File: config.mk
export PLATFORM = sky130hd
export DESIGN_NAME = mini_arm_instruction_execute_core
export DESIGN_NICKNAME = d
export VERILOG_FILES = /design/src/rtl/core/maie_pkg.sv /design/src/rtl/core/maie_ram.sv /design/src/rtl/core/maie_div.sv /design/src/rtl/core/maie_ctrl.sv /design/src/rtl/core/maie_dpath.sv /design/src/rtl/core/mini_arm_instruction_execute_core.sv
export SDC_FILE = /design/constraint.sdc
export NUM_CORES = 2
export LEC_CHECK = 0
export BUFFER_PORTS_ARGS = -buffer_cell sky130_fd_sc_hd__buf_2
export CAP_MARGIN = 0
export CORE_MARGIN = 8
export CORE_UTILIZATION = 40
export CTS_CLUSTER_DIAMETER = 80
export DETAILED_ROUTE_END_ITERATION = 6
export GPL_TIMING_DRIVEN = 0
export PLACE_DENSITY = 0.54
export REMOVE_ABC_BUFFERS = 1
export SETUP_SLACK_MARGIN = 0.3
export SLEW_MARGIN = 30
export SYNTH_ARGS = -nofsm -noshare
export SYNTH_HDL_FRONTEND = slang
export SYNTH_HIERARCHICAL = 1
export SYNTH_SLANG_ARGS = --single-unit
File: constraint.sdc
create_clock -name clock -period 32.3 [get_ports clock]
set_input_delay 0 -clock clock [delete_from_list [all_inputs] [get_ports clock]]
set_output_delay 0 -clock clock [all_outputs]
set_load 0.02 [all_outputs]
File: src/rtl/core/maie_pkg.sv
// Shared constants and types for the instruction execute core.
package maie_pkg;

   localparam int NUM_REGS  = 16;
   localparam int MEM_WORDS = 32;
   localparam int REG_AW    = $clog2(NUM_REGS);
   localparam int MEM_AW    = $clog2(MEM_WORDS);

   // opcodes
   localparam logic [4:0] OP_NOP  = 5'd0;
   localparam logic [4:0] OP_MOVI = 5'd1;
   localparam logic [4:0] OP_MOVR = 5'd2;
   localparam logic [4:0] OP_ADDI = 5'd3;
   localparam logic [4:0] OP_ADDR = 5'd4;
   localparam logic [4:0] OP_SUBI = 5'd5;
   localparam logic [4:0] OP_SUBR = 5'd6;
   localparam logic [4:0] OP_MUL  = 5'd7;
   localparam logic [4:0] OP_DIV  = 5'd8;
   localparam logic [4:0] OP_AND  = 5'd9;
   localparam logic [4:0] OP_ORR  = 5'd10;
   localparam logic [4:0] OP_EOR  = 5'd11;
   localparam logic [4:0] OP_CMPI = 5'd12;
   localparam logic [4:0] OP_CMPR = 5'd13;
   localparam logic [4:0] OP_BEQ  = 5'd14;
   localparam logic [4:0] OP_BNE  = 5'd15;
   localparam logic [4:0] OP_B    = 5'd16;
   localparam logic [4:0] OP_LSL  = 5'd17;
   localparam logic [4:0] OP_LSR  = 5'd18;
   localparam logic [4:0] OP_LDR  = 5'd19;
   localparam logic [4:0] OP_STR  = 5'd20;

   // result status codes
   localparam logic [2:0] ST_OK      = 3'd0;
   localparam logic [2:0] ST_DIV0    = 3'd1;
   localparam logic [2:0] ST_BADOP   = 3'd2;
   localparam logic [2:0] ST_RANGE   = 3'd3;
   localparam logic [2:0] ST_HALTED  = 3'd4;

   typedef struct packed {
      logic capture;
      logic div_start;
      logic mem_rd;
      logic commit;
   } cmd_type;

   typedef struct packed {
      logic is_div;
      logic is_load;
      logic div_done;
   } stat_type;

endpackage

File: src/rtl/core/maie_ram.sv
// Generic single-write, single-read RAM with registered read data.
module maie_ram #(
   parameter int WIDTH = 32,
   parameter int DEPTH = 32
) (
   input  logic                     clock,
   input  logic                     we,
   input  logic [$clog2(DEPTH)-1:0] waddr,
   input  logic [WIDTH-1:0]         wdata,
   input  logic                     re,
   input  logic [$clog2(DEPTH)-1:0] raddr,
   output logic [WIDTH-1:0]         rdata
);
   logic [WIDTH-1:0] mem_ff [DEPTH];
   logic [WIDTH-1:0] rdata_ff;

   // write port
   always_ff @(posedge clock) begin
      if (we) begin
         mem_ff[waddr] <= wdata;
      end
   end

   // read port, hold data when not reading
   always_ff @(posedge clock) begin
      if (re) begin
         rdata_ff <= mem_ff[raddr];
      end
   end

   assign rdata = rdata_ff;
endmodule

File: src/rtl/core/maie_div.sv
// Iterative unsigned 32-bit restoring divider, one quotient bit per cycle.
module maie_div (
   input  logic        clock,
   input  logic        reset,
   input  logic        start,
   input  logic [31:0] dividend,
   input  logic [31:0] divisor,
   output logic        done,
   output logic [31:0] quotient
);
   logic [31:0] quo_ff, quo_in;
   logic [31:0] rem_ff, rem_in;
   logic [31:0] dvs_ff, dvs_in;
   logic [5:0]  cnt_ff, cnt_in;
   logic        busy_ff, busy_in;
   logic        done_ff, done_in;
   logic [32:0] trial;
   logic [32:0] shifted;

   // one restoring step
   always_comb begin
      shifted = {rem_ff, quo_ff[31]};
      trial   = shifted - {1'b0, dvs_ff};
      quo_in  = quo_ff;
      rem_in  = rem_ff;
      dvs_in  = dvs_ff;
      cnt_in  = cnt_ff;
      busy_in = busy_ff;
      done_in = done_ff;
      if (start) begin
         quo_in  = dividend;
         rem_in  = '0;
         dvs_in  = divisor;
         cnt_in  = 6'd0;
         busy_in = 1'b1;
         done_in = 1'b0;
      end else if (busy_ff) begin
         if (trial[32]) begin
            rem_in = shifted[31:0];
            quo_in = {quo_ff[30:0], 1'b0};
         end else begin
            rem_in = trial[31:0];
            quo_in = {quo_ff[30:0], 1'b1};
         end
         cnt_in = cnt_ff + 6'd1;
         if (cnt_ff == 6'd31) begin
            busy_in = 1'b0;
            done_in = 1'b1;
         end
      end
   end

   always_ff @(posedge clock) begin
      if (reset) begin
         busy_ff <= 1'b0;
         done_ff <= 1'b0;
         cnt_ff  <= 6'd0;
      end else begin
         busy_ff <= busy_in;
         done_ff <= done_in;
         cnt_ff  <= cnt_in;
      end
   end

   always_ff @(posedge clock) begin
      quo_ff <= quo_in;
      rem_ff <= rem_in;
      dvs_ff <= dvs_in;
   end

   assign done     = done_ff;
   assign quotient = quo_ff;
endmodule

File: src/rtl/core/maie_ctrl.sv
// Sequencing state machine and result-valid control.
module maie_ctrl (
   input  logic               clock,
   input  logic               reset,
   input  logic               req_valid,
   output logic               req_stall,
   output logic               rsp_valid,
   input  logic               rsp_stall,
   input  maie_pkg::stat_type stat,
   output maie_pkg::cmd_type  cmd
);
   import maie_pkg::*;

   typedef enum logic [3:0] {
      S_IDLE = 4'b0001,
      S_EXEC = 4'b0010,
      S_DIV  = 4'b0100,
      S_LOAD = 4'b1000
   } state_type;

   state_type state_ff, state_in;
   logic      rsp_valid_ff, rsp_valid_in;
   logic      out_free;

   assign out_free = !rsp_valid_ff || !rsp_stall;

   // next state and commands
   always_comb begin
      state_in = state_ff;
      cmd      = '0;
      unique case (state_ff)
         S_IDLE: begin
            if (req_valid) begin
               cmd.capture = 1'b1;
               state_in    = S_EXEC;
            end
         end
         S_EXEC: begin
            priority if (stat.is_div) begin
               cmd.div_start = 1'b1;
               state_in      = S_DIV;
            end else if (stat.is_load) begin
               cmd.mem_rd = 1'b1;
               state_in   = S_LOAD;
            end else begin
               if (out_free) begin
                  cmd.commit = 1'b1;
                  state_in   = S_IDLE;
               end
            end
         end
         S_DIV: begin
            if (stat.div_done && out_free) begin
               cmd.commit = 1'b1;
               state_in   = S_IDLE;
            end
         end
         S_LOAD: begin
            if (out_free) begin
               cmd.commit = 1'b1;
               state_in   = S_IDLE;
            end
         end
         default: state_in = S_IDLE;
      endcase
   end

   // hold result valid until taken
   always_comb begin
      rsp_valid_in = rsp_valid_ff && rsp_stall;
      if (cmd.commit) begin
         rsp_valid_in = 1'b1;
      end
   end

   always_ff @(posedge clock) begin
      if (reset) begin
         state_ff     <= S_IDLE;
         rsp_valid_ff <= 1'b0;
      end else begin
         state_ff     <= state_in;
         rsp_valid_ff <= rsp_valid_in;
      end
   end

   assign req_stall = (state_ff != S_IDLE);
   assign rsp_valid = rsp_valid_ff;
endmodule

File: src/rtl/core/maie_dpath.sv
// Datapath: register file, data memory, ALU, divider, PC, flags and result.
module maie_dpath (
   input  logic                     clock,
   input  logic                     reset,
   input  maie_pkg::cmd_type        cmd,
   output maie_pkg::stat_type       stat,
   input  logic [4:0]               req_func,
   input  logic [3:0]               req_dest_reg,
   input  logic [3:0]               req_src_a_reg,
   input  logic [3:0]               req_src_b_reg,
   input  logic signed [31:0]       req_immediate,
   input  logic signed [15:0]       req_branch_offset,
   output logic [15:0]              rsp_next_pc,
   output logic [2:0]               rsp_status,
   output logic                     rsp_reg_written,
   output logic [3:0]               rsp_written_reg,
   output logic signed [31:0]       rsp_written_value,
   output logic                     rsp_neg_flag,
   output logic                     rsp_zero_flag,
   output logic                     rsp_carry_flag,
   output logic                     rsp_overflow_flag,
   output logic                     rsp_mem_written,
   output logic [4:0]               rsp_mem_word_index,
   output logic signed [31:0]       rsp_mem_value
);
   import maie_pkg::*;

   // held item
   logic [4:0]        func_ff;
   logic [REG_AW-1:0] rd_ff, ra_ff;
   logic [31:0]       imm_ff;
   logic [15:0]       boff_ff;

   // architectural state
   logic [NUM_REGS-1:0]  reg_vld_ff, reg_vld_in;
   logic [MEM_WORDS-1:0] mem_vld_ff, mem_vld_in;
   logic [3:0]           nzcv_ff, nzcv_in;
   logic [15:0]          pc_ff, pc_in;
   logic                 halted_ff, halted_in;

   // result registers
   logic [15:0] out_pc_ff;
   logic [2:0]  out_st_ff;
   logic        out_wr_ff;
   logic [3:0]  out_wreg_ff;
   logic [31:0] out_wval_ff;
   logic [3:0]  out_nzcv_ff;
   logic        out_mw_ff;
   logic [4:0]  out_midx_ff;
   logic [31:0] out_mval_ff;

   // read side
   logic              sel_rd;
   logic [REG_AW-1:0] rdaddr_b;
   logic [REG_AW-1:0] rb_or_rd_ff;
   logic [31:0]       rdata_a, rdata_b, mem_rdata;
   logic [31:0]       va, vb, vd;

   // execute
   logic [31:0] x, y, yeff;
   logic [32:0] sum;
   logic        is_sub, v_bit;
   logic [31:0] idx;
   logic        in_range;
   logic [31:0] mag_a, mag_b, quo;
   logic        div_done;
   logic [15:0] pc_next, pc_branch;
   logic [2:0]  status;
   logic        wreg, wmem, set_flags, halt_now;
   logic [31:0] wval;
   logic [3:0]  flags_new;
   logic [3:0]  nzcv_out;

   // pick second read port: rd for compares and stores, else rb
   assign sel_rd   = (req_func == OP_CMPI) || (req_func == OP_CMPR) || (req_func == OP_STR);
   assign rdaddr_b = sel_rd ? req_dest_reg : req_src_b_reg;

   always_ff @(posedge clock) begin
      if (cmd.capture) begin
         func_ff     <= req_func;
         rd_ff       <= req_dest_reg;
         ra_ff       <= req_src_a_reg;
         imm_ff      <= req_immediate;
         boff_ff     <= req_branch_offset;
         rb_or_rd_ff <= rdaddr_b;
      end
   end

   maie_ram #(.WIDTH(32), .DEPTH(NUM_REGS)) u_rf_a (
      .clock (clock),
      .we    (cmd.commit && wreg),
      .waddr (rd_ff),
      .wdata (wval),
      .re    (cmd.capture),
      .raddr (req_src_a_reg),
      .rdata (rdata_a)
   );

   maie_ram #(.WIDTH(32), .DEPTH(NUM_REGS)) u_rf_b (
      .clock (clock),
      .we    (cmd.commit && wreg),
      .waddr (rd_ff),
      .wdata (wval),
      .re    (cmd.capture),
      .raddr (rdaddr_b),
      .rdata (rdata_b)
   );

   maie_ram #(.WIDTH(32), .DEPTH(MEM_WORDS)) u_dmem (
      .clock (clock),
      .we    (cmd.commit && wmem),
      .waddr (idx[MEM_AW-1:0]),
      .wdata (vd),
      .re    (cmd.mem_rd),
      .raddr (idx[MEM_AW-1:0]),
      .rdata (mem_rdata)
   );

   // never-written entries read as zero
   assign va = reg_vld_ff[ra_ff] ? rdata_a : 32'd0;
   assign vb = reg_vld_ff[rb_or_rd_ff] ? rdata_b : 32'd0;
   assign vd = vb;

   // shared add/subtract for ADD, SUB and CMP
   always_comb begin
      is_sub = (func_ff == OP_SUBI) || (func_ff == OP_SUBR) ||
               (func_ff == OP_CMPI) || (func_ff == OP_CMPR);
      x = ((func_ff == OP_CMPI) || (func_ff == OP_CMPR)) ? vd : va;
      if (func_ff == OP_CMPR) begin
         y = va;
      end else if ((func_ff == OP_ADDR) || (func_ff == OP_SUBR)) begin
         y = vb;
      end else begin
         y = imm_ff;
      end
      yeff  = is_sub ? ~y : y;
      sum   = {1'b0, x} + {1'b0, yeff} + {32'd0, is_sub};
      v_bit = ~(x[31] ^ yeff[31]) & (x[31] ^ sum[31]);
   end

   assign flags_new = {sum[31], (sum[31:0] == 32'd0), sum[32], v_bit};

   // memory index and bounds
   assign idx      = va + imm_ff;
   assign in_range = idx < 32'(MEM_WORDS);

   // signed divide on magnitudes
   assign mag_a = va[31] ? (32'd0 - va) : va;
   assign mag_b = vb[31] ? (32'd0 - vb) : vb;

   maie_div u_div (
      .clock    (clock),
      .reset    (reset),
      .start    (cmd.div_start),
      .dividend (mag_a),
      .divisor  (mag_b),
      .done     (div_done),
      .quotient (quo)
   );

   assign stat.is_div   = !halted_ff && (func_ff == OP_DIV) && (vb != 32'd0);
   assign stat.is_load  = !halted_ff && (func_ff == OP_LDR) && in_range;
   assign stat.div_done = div_done;

   assign pc_branch = pc_ff + boff_ff;

   // result of the held item
   always_comb begin
      pc_next   = pc_ff + 16'd1;
      status    = ST_OK;
      wreg      = 1'b0;
      wmem      = 1'b0;
      wval      = 32'd0;
      set_flags = 1'b0;
      halt_now  = 1'b0;
      if (halted_ff) begin
         status  = ST_HALTED;
         pc_next = pc_ff;
      end else begin
         unique case (func_ff)
            OP_NOP: ;
            OP_MOVI: begin wreg = 1'b1; wval = imm_ff; end
            OP_MOVR: begin wreg = 1'b1; wval = va; end
            OP_ADDI, OP_ADDR, OP_SUBI, OP_SUBR: begin
               wreg      = 1'b1;
               wval      = sum[31:0];
               set_flags = 1'b1;
            end
            OP_MUL: begin wreg = 1'b1; wval = va * vb; end
            OP_DIV: begin
               if (vb == 32'd0) begin
                  status   = ST_DIV0;
                  halt_now = 1'b1;
                  pc_next  = pc_ff;
               end else begin
                  wreg = 1'b1;
                  wval = (va[31] ^ vb[31]) ? (32'd0 - quo) : quo;
               end
            end
            OP_AND: begin wreg = 1'b1; wval = va & vb; end
            OP_ORR: begin wreg = 1'b1; wval = va | vb; end
            OP_EOR: begin wreg = 1'b1; wval = va ^ vb; end
            OP_CMPI, OP_CMPR: set_flags = 1'b1;
            OP_BEQ: if (nzcv_ff[2]) pc_next = pc_branch;
            OP_BNE: if (!nzcv_ff[2]) pc_next = pc_branch;
            OP_B: pc_next = pc_branch;
            OP_LSL: begin
               wreg = 1'b1;
               wval = (imm_ff[31:5] != 27'd0) ? 32'd0 : (va << imm_ff[4:0]);
            end
            OP_LSR: begin
               wreg = 1'b1;
               wval = (imm_ff[31:5] != 27'd0) ? 32'd0 : (va >> imm_ff[4:0]);
            end
            OP_LDR: begin
               if (in_range) begin
                  wreg = 1'b1;
                  wval = mem_vld_ff[idx[MEM_AW-1:0]] ? mem_rdata : 32'd0;
               end else begin
                  status = ST_RANGE;
               end
            end
            OP_STR: begin
               if (in_range) begin
                  wmem = 1'b1;
               end else begin
                  status = ST_RANGE;
               end
            end
            default: begin
               status   = ST_BADOP;
               halt_now = 1'b1;
               pc_next  = pc_ff;
            end
         endcase
      end
   end

   assign nzcv_out = set_flags ? flags_new : nzcv_ff;

   // update state on commit
   always_comb begin
      reg_vld_in = reg_vld_ff;
      mem_vld_in = mem_vld_ff;
      nzcv_in    = nzcv_ff;
      pc_in      = pc_ff;
      halted_in  = halted_ff;
      if (cmd.commit) begin
         if (wreg) reg_vld_in[rd_ff] = 1'b1;
         if (wmem) mem_vld_in[idx[MEM_AW-1:0]] = 1'b1;
         nzcv_in   = nzcv_out;
         pc_in     = pc_next;
         halted_in = halted_ff || halt_now;
      end
   end

   always_ff @(posedge clock) begin
      if (reset) begin
         reg_vld_ff <= '0;
         mem_vld_ff <= '0;
         nzcv_ff    <= 4'd0;
         pc_ff      <= 16'd0;
         halted_ff  <= 1'b0;
      end else begin
         reg_vld_ff <= reg_vld_in;
         mem_vld_ff <= mem_vld_in;
         nzcv_ff    <= nzcv_in;
         pc_ff      <= pc_in;
         halted_ff  <= halted_in;
      end
   end

   // load result register
   always_ff @(posedge clock) begin
      if (cmd.commit) begin
         out_pc_ff   <= pc_next;
         out_st_ff   <= status;
         out_wr_ff   <= wreg;
         out_wreg_ff <= wreg ? rd_ff : 4'd0;
         out_wval_ff <= wreg ? wval : 32'd0;
         out_nzcv_ff <= nzcv_out;
         out_mw_ff   <= wmem;
         out_midx_ff <= wmem ? idx[4:0] : 5'd0;
         out_mval_ff <= wmem ? vd : 32'd0;
      end
   end

   assign rsp_next_pc        = out_pc_ff;
   assign rsp_status         = out_st_ff;
   assign rsp_reg_written    = out_wr_ff;
   assign rsp_written_reg    = out_wreg_ff;
   assign rsp_written_value  = out_wval_ff;
   assign rsp_neg_flag       = out_nzcv_ff[3];
   assign rsp_zero_flag      = out_nzcv_ff[2];
   assign rsp_carry_flag     = out_nzcv_ff[1];
   assign rsp_overflow_flag  = out_nzcv_ff[0];
   assign rsp_mem_written    = out_mw_ff;
   assign rsp_mem_word_index = out_midx_ff;
   assign rsp_mem_value      = out_mval_ff;
endmodule

File: src/rtl/core/mini_arm_instruction_execute_core.sv
// Top level of the ARM-like instruction execute core.
// Usage:
//   The req_ channel carries one decoded instruction per item; the rsp_
//   channel returns exactly one result item per instruction: next PC,
//   status, register write, NZCV flags and memory store.
//   Both channels: an item moves on a rising edge with valid high and
//   stall low. The core holds one instruction at a time.
// Sequence:
//   Most instructions take a register-file read step, then an execute and
//   write-back step. An in-range LDR adds a data-memory read step.
//   A DIV with a nonzero divisor waits for the radix-2 divider (32 steps).
//   The next item is accepted as soon as the previous one is committed,
//   while its result may still wait in the output register.
// Reset:
//   Synchronous, active high. Registers, data memory, flags, PC and the
//   halt bit read as zero after reset; no clearing pass is needed.
// Stall:
//   A stalled result holds its payload; a finished instruction waits for
//   the output register to free before committing.
module mini_arm_instruction_execute_core (
   input  logic               clock,
   input  logic               reset,
   input  logic               req_valid,
   output logic               req_stall,
   input  logic [4:0]         req_func,
   input  logic [3:0]         req_dest_reg,
   input  logic [3:0]         req_src_a_reg,
   input  logic [3:0]         req_src_b_reg,
   input  logic signed [31:0] req_immediate,
   input  logic signed [15:0] req_branch_offset,
   output logic               rsp_valid,
   input  logic               rsp_stall,
   output logic [15:0]        rsp_next_pc,
   output logic [2:0]         rsp_status,
   output logic               rsp_reg_written,
   output logic [3:0]         rsp_written_reg,
   output logic signed [31:0] rsp_written_value,
   output logic               rsp_neg_flag,
   output logic               rsp_zero_flag,
   output logic               rsp_carry_flag,
   output logic               rsp_overflow_flag,
   output logic               rsp_mem_written,
   output logic [4:0]         rsp_mem_word_index,
   output logic signed [31:0] rsp_mem_value
);
   import maie_pkg::*;

   cmd_type  cmd;
   stat_type stat;

   maie_ctrl u_ctrl (
      .clock     (clock),
      .reset     (reset),
      .req_valid (req_valid),
      .req_stall (req_stall),
      .rsp_valid (rsp_valid),
      .rsp_stall (rsp_stall),
      .stat      (stat),
      .cmd       (cmd)
   );

   maie_dpath u_dpath (
      .clock              (clock),
      .reset              (reset),
      .cmd                (cmd),
      .stat               (stat),
      .req_func           (req_func),
      .req_dest_reg       (req_dest_reg),
      .req_src_a_reg      (req_src_a_reg),
      .req_src_b_reg      (req_src_b_reg),
      .req_immediate      (req_immediate),
      .req_branch_offset  (req_branch_offset),
      .rsp_next_pc        (rsp_next_pc),
      .rsp_status         (rsp_status),
      .rsp_reg_written    (rsp_reg_written),
      .rsp_written_reg    (rsp_written_reg),
      .rsp_written_value  (rsp_written_value),
      .rsp_neg_flag       (rsp_neg_flag),
      .rsp_zero_flag      (rsp_zero_flag),
      .rsp_carry_flag     (rsp_carry_flag),
      .rsp_overflow_flag  (rsp_overflow_flag),
      .rsp_mem_written    (rsp_mem_written),
      .rsp_mem_word_index (rsp_mem_word_index),
      .rsp_mem_value      (rsp_mem_value)
   );
endmodule
==> After elaboration in Yosys (flattened, before gate mapping) <==
Memories as Yosys holds them, arrays and structs flattened. A register that Yosys moved wholly into a read port is not among the register bits.
Cells that the tools add are included.
{ "op_classes": {"addsub": 10, "mul": 1, "magnitude_cmp": 7, "eq_ne": 31, "shift": 2, "mux": 75, "bitwise_logic": 11, "reduce_logical": 40} }
{ "op_table": {"columns": ["cell", "n"], "rows": [
  ["2-to-1 mux 32 bit", 17],
  ["one-hot mux 32 bit (11 select lines)", 1],
  ["subtractor 1 x 32 -> 32 bit (first input constant)", 3],
  ["one-hot mux 16 bit (5 select lines)", 1],
  ["zero test 32 bit", 2],
  ["2-to-1 mux 16 bit", 4],
  ["bitwise OR 32 bit", 2],
  ["== test 5 x 4 -> 1 bit (second input constant)", 10],
  ["adder 32 x 32 -> 33 bit", 1],
  ["adder 33 x 1 -> 33 bit", 1],
  ["subtractor 33 x 32 -> 33 bit", 1],
  ["adder 32 bit", 1],
  ["bitwise AND 32 bit", 1],
  ["< comparator 32 x 6 -> 1 bit (second input constant)", 1],
  ["multiplier 32 x 32 -> 32 bit", 1],
  ["NOT 32 bit", 1],
  ["nonzero test 32 bit", 1],
  ["left shift 32 x 5 -> 32 bit", 1],
  [">> shifter 32 x 5 -> 32 bit", 1],
  ["XOR 32 bit", 1],
  ["2-to-1 mux 1 bit", 31],
  ["2-to-1 mux 31 bit", 1],
  ["== test 5 bit (second input constant)", 6],
  ["2-to-1 mux 4 bit", 7],
  ["45 further kinds", 80]
]} }
{ "word_totals": {"regBits": 341, "ramBits": 2048, "input_bits": 69, "output_inout_bits": 100, "mem_count": 3} }
{ "memory_table": {"columns": ["memory", "depth", "width", "rd", "rd_clocked_by_memory_dff", "write_ports", "line", "rtl"], "rows": [
  ["u_dpath.u_dmem.mem_ff", 32, 32, 1, 1, 1, "maie_ram.sv:14", "logic [WIDTH-1:0] mem_ff [DEPTH];"],
  ["u_dpath.u_rf_a.mem_ff", 16, 32, 1, 1, 1, "maie_ram.sv:14", null],
  ["u_dpath.u_rf_b.mem_ff", 16, 32, 1, 1, 1, "maie_ram.sv:14", null]
]} }

==> Longest topological paths before layout <==
{ "depth": {"word_depth": 12, "ltp_mapped": 38, "mapped_depth_nobuf": 33} }

==> By module <==
The synthesis kept the hierarchy.
{ "modules_own_cells": {"columns": ["mod", "instances", "cells_per_inst", "area_per_inst_um2", "seq_area_each_um2"], "rows": [
  ["maie_ram (u_dpath.u_dmem)", 1, 2260, 40812.9, 31710.4],
  ["maie_dpath", 1, 4704, 38659.6, 6276.0],
  ["maie_ram (u_dpath.u_rf_b)", 1, 838, 20174.3, 16335.7],
  ["maie_ram (u_dpath.u_rf_a)", 1, 838, 20155.6, 16335.7],
  ["maie_div", 1, 586, 6012.0, 2722.6],
  ["maie_ctrl", 1, 40, 325.3, 100.1]
]} }

==> Worst setup path before layout <==
No wires, ideal clock.
{ "synth_path": {"kind": "flip-flop to flip-flop", "start": "register u_dpath.ra_ff[2]", "end": "memory u_dpath.u_rf_a.mem_ff[0][0] (enable)", "setup_time_ps": 461, "arrival_ps": 15137, "required_ps": 31839, "slack_ps": 16702, "stages_incl_launch_ff": 29, "path_buffers": 4, "period_less_slack_ps": 15598, "path_cell_list": "edfxtp_1 -> mux4_2 -> mux2i_2 -> mux2i_1 -> clkbuf_1 -> clkbuf_1 -> and2_0 -> clkbuf_1 -> clkbuf_1 -> ha_1 -> o21a_1 -> o21ai_0 -> or2_2 -> or3_1 -> a31o_2 -> nor3_1 -> o211ai_1 -> o22ai_1 -> nor2_1 -> nand2_1 -> nor4_1 -> or4b_1 -> o21ai_1 -> a22oi_2 -> a21oi_1 -> clkinv_1 -> nor2_1 -> or3b_2 -> nor3_1"} }
{ "synth_lines": {"columns": ["element", "line", "rtl"], "rows": [
  ["start, declared", "maie_dpath.sv:30", "logic [REG_AW-1:0] rd_ff, ra_ff;"],
  ["start signal, assigned", "maie_dpath.sv:82", "ra_ff <= req_src_a_reg;"],
  ["end, declared", "maie_ram.sv:14", null]
]} }

==> impl_metrics.ini <==
[outcome]
status = finished, violations left
failed_checks = design-rule violations

[synthesis]
synth_warnings = 6
async_flop_share_pct = 0
synthDominantCellAreaShare_pct = 56.4
synth_top_area_cell = edfxtp_1
syn_area_per_cell_um2 = 13.6
synthFlopType = edfxtp_1
synth.distinct_cells = 103
synth_edf_count = 2371
netlist_area_mm2 = 0.126
ys_seq_elements = 2485
ys_seq_area_share_pct = 58.3
ys_top_cells_by_area = edfxtp_1 56%, fa_1 6.5%, mux4_2 5.5%
synthCells = 9266

[global_route]
grt_util_met1_pct = 34.3
grt_pass1_vias = 82800
grt-busiest-layer = met2
grt_use_met2_pct = 41.1
track_usage_pct = 25.8
grt_max_degree = 71
grt.overflow.total = 0
grt_pass1_wl_um = 619000
use_met3_pct = 4.70
antenna_found_initial = 38

[worst_setup_path]
start_kind = flop
crit_top_cell = buf_4
cp-end-kind = flop
path_buf_inv = 11
arrival_ns = 13.03
cp_slowest_cell = inv_1
cpPeakStageDelay_ns = 0.70
crit_type = reg2reg
worstSetupPathDepth = 32
crit_family = simple AND/OR/NAND/NOR gates
crit_path_max_fanout = 23
cp.required_ns = 32.91
reg2regPathDepth = 32

[place]
io_buffer_count = 168
dpl.hpwl_um = 317000
place_congestion = 1.01
pre_cts_slack_ns = 20.12
dp.cells = 13400

[floorplan]
die_width_um = 578
coreArea_mm2 = 0.314
io_pins = 169
fp.dieH_um = 578
fp.dieArea_mm2 = 0.334
initial_utilization_pct = 40.1
fp-row-count = 206

[final_layout]
final_cells = 14100
drive_gt1_share_pct = 16.4
max_flop_register = u_dpath/u_dmem/mem_ff
fin_nets = 10500
biggestRegsByFlops = u_dpath/u_dmem/mem_ff (1024), u_dpath/u_rf_a/mem_ff (512), u_dpath/u_rf_b/mem_ff (512)
largest_reg_flops = 1024
area_growth_syn_to_layout_pct = 18.5

[detailed_routing]
drc = 1
wl_um = 442000
dr.first_iter.drc_count = 8851
dr_total_vias = 83300
dr.pass1.iters = 7
ant_nets = 0
wire_per_inst_um = 31.4
via_per_inst = 5.92

[run]
maxCapViolCount = 0

[cts]
clockBufferDepth = 4
cts_max_level = 5
tritoncts = yes
cts.sinks = 2485
clkTransAtPathRegs_ns = 0.06
cts-root-buf = clkbuf_16
clk_latency_ns = 0.94
cts-buffers-inserted = 279
cts_resized = 0

[power]
power.density_mw_per_mm2 = 48.7
peakVddDrop_mv = 0.0548
p_leak_nw = 52.2

[sta]
drv_slew = 0
finClkSkew_ns = 0.0803
timing.fmax_mhz = 80.5
rsz0062_at_grt = false
period_share_pct = 38.4
maxSlewHeadroom_pct = 27.2
setup-violations-final = 0
fin_crit_ns = 12.42
worst_pin_slew_ns = 1.09
final.setup.worst_slack_ns = 19.88
hold_viol = 0

[worst_hold_path]
hold_depth = 5
hold_class = in2reg
## final timing paths
kind | startpoint | to | slack [ns]
setup / recovery | u_dpath/ra_ff[0] | u_dpath/u_rf_b/mem_ff[12][11] | 19.88
hold / removal | req_src_b_reg[0] | u_dpath/u_rf_b/rdata[4] | 0.03
setup reg to reg | u_dpath/ra_ff[0] | u_dpath/u_rf_b/mem_ff[12][11] | 19.88
hold reg to reg | u_dpath/mem_vld_ff[16] | u_dpath/mem_vld_ff[16] | 0.46
## stage by stage
step                instance area (um2)  setup TNS (ns)  power (mW)  hold WS, ns  util [%]
floorplan                        124000               0        4.04       0.0624         -
detailed placement               139000               0        4.23        0.178      44.3
global route                     149000               0        7.49       0.0562      47.5
global placement                 130000        -9599.44        4.30        0.178      41.2
CTS                              149000               0        7.34      0.00175      47.5
finish                           150000               0        7.28       0.0338      47.5
## metal layers
layer	up-vias	routed length, um	share of wire (%)
met5	-	33	0.0075
met4	4	24400	5.5
met3	904	34400	7.8
met2	3776	203000	46
met1	43100	180000	41
li1	35500	-	-
## logic make-up (layout without fill, tap and decap cells)
| kind of cell | after synthesis | in the layout | synth area share, % |
|---|---|---|---|
| buffers and inverters | 1111 | 1740 | 3.66 |
| XOR/XNOR | 280 | 280 | 1.98 |
| other | 0 | 16 | 0 |
| AO/OA/AOI/OAI | 1596 | 1596 | 8.48 |
| AND/OR/NAND/NOR | 2137 | 2137 | 7.51 |
| flip-flops | 2485 | 2485 | 58.3 |
| adder cells (fa/ha/maj) | 713 | 713 | 9.52 |
| multiplexers | 944 | 944 | 10.6 |
## area by class of cell
type	count	area, um2
diodes	16	40.0
clock buffers	343	7440
clock inverters	154	1460
fillers	27200	165000
inverters	564	2160
multi-input cells	5670	49500
flip-flops and latches	2485	73500
well taps	4160	5200
repair buffers	679	10200
## cell usage after synthesis, drive strengths merged (119+ instances only)
cell	instances
nor3	119
clkbuf	353
fa	412
nand2	741
xor2	144
buf	194
o21ai	271
edfxtp	2371
ha	301
nor2	733
a22oi	252
mux2i	580
a21oi	406
nand3	168
inv	544
xnor2	133
mux4	306
## cell usage in the layout, fill, tap and decap left out, types with 56 or more instances in the layout
master,n
nor2_4,67
o211ai_1,66
edfxtp_1,2371
mux2i_1,576
dlygate4sd3_1,127
a21oi_1,375
buf_16,211
xnor2_1,130
dfxtp_1,113
xor2_1,143
nor3_1,108
a22oi_1,251
buf_8,62
buf_2,169
nand3_1,164
nor2_1,665
clkinv_1,64
clkbuf_16,287
a22o_1,66
fa_1,412
buf_4,56
mux4_2,306
o21ai_0,256
nand2_1,738
a31oi_1,68
ha_1,300
inv_1,509
## tightest hold or removal path, stage by stage
cell	delay (ns)
buf_2	0.09
mux2_8	0.33
mux4_2	0.27
a22oi_1	0.06
nand2_1	0.07
## where the power goes
group          internal (mW)  switching [mW]
sequential              3.52          0.0490
clock                   1.79            1.31
combinational          0.233           0.376
total                   5.54            1.73
## repair_timing
action                     CTS  global route
setup endpoints to repair    0             0
hold buffers               127             0
hold endpoints to repair   229             0
buffers inserted             0             0
Power figures use the tool's default switching activity.
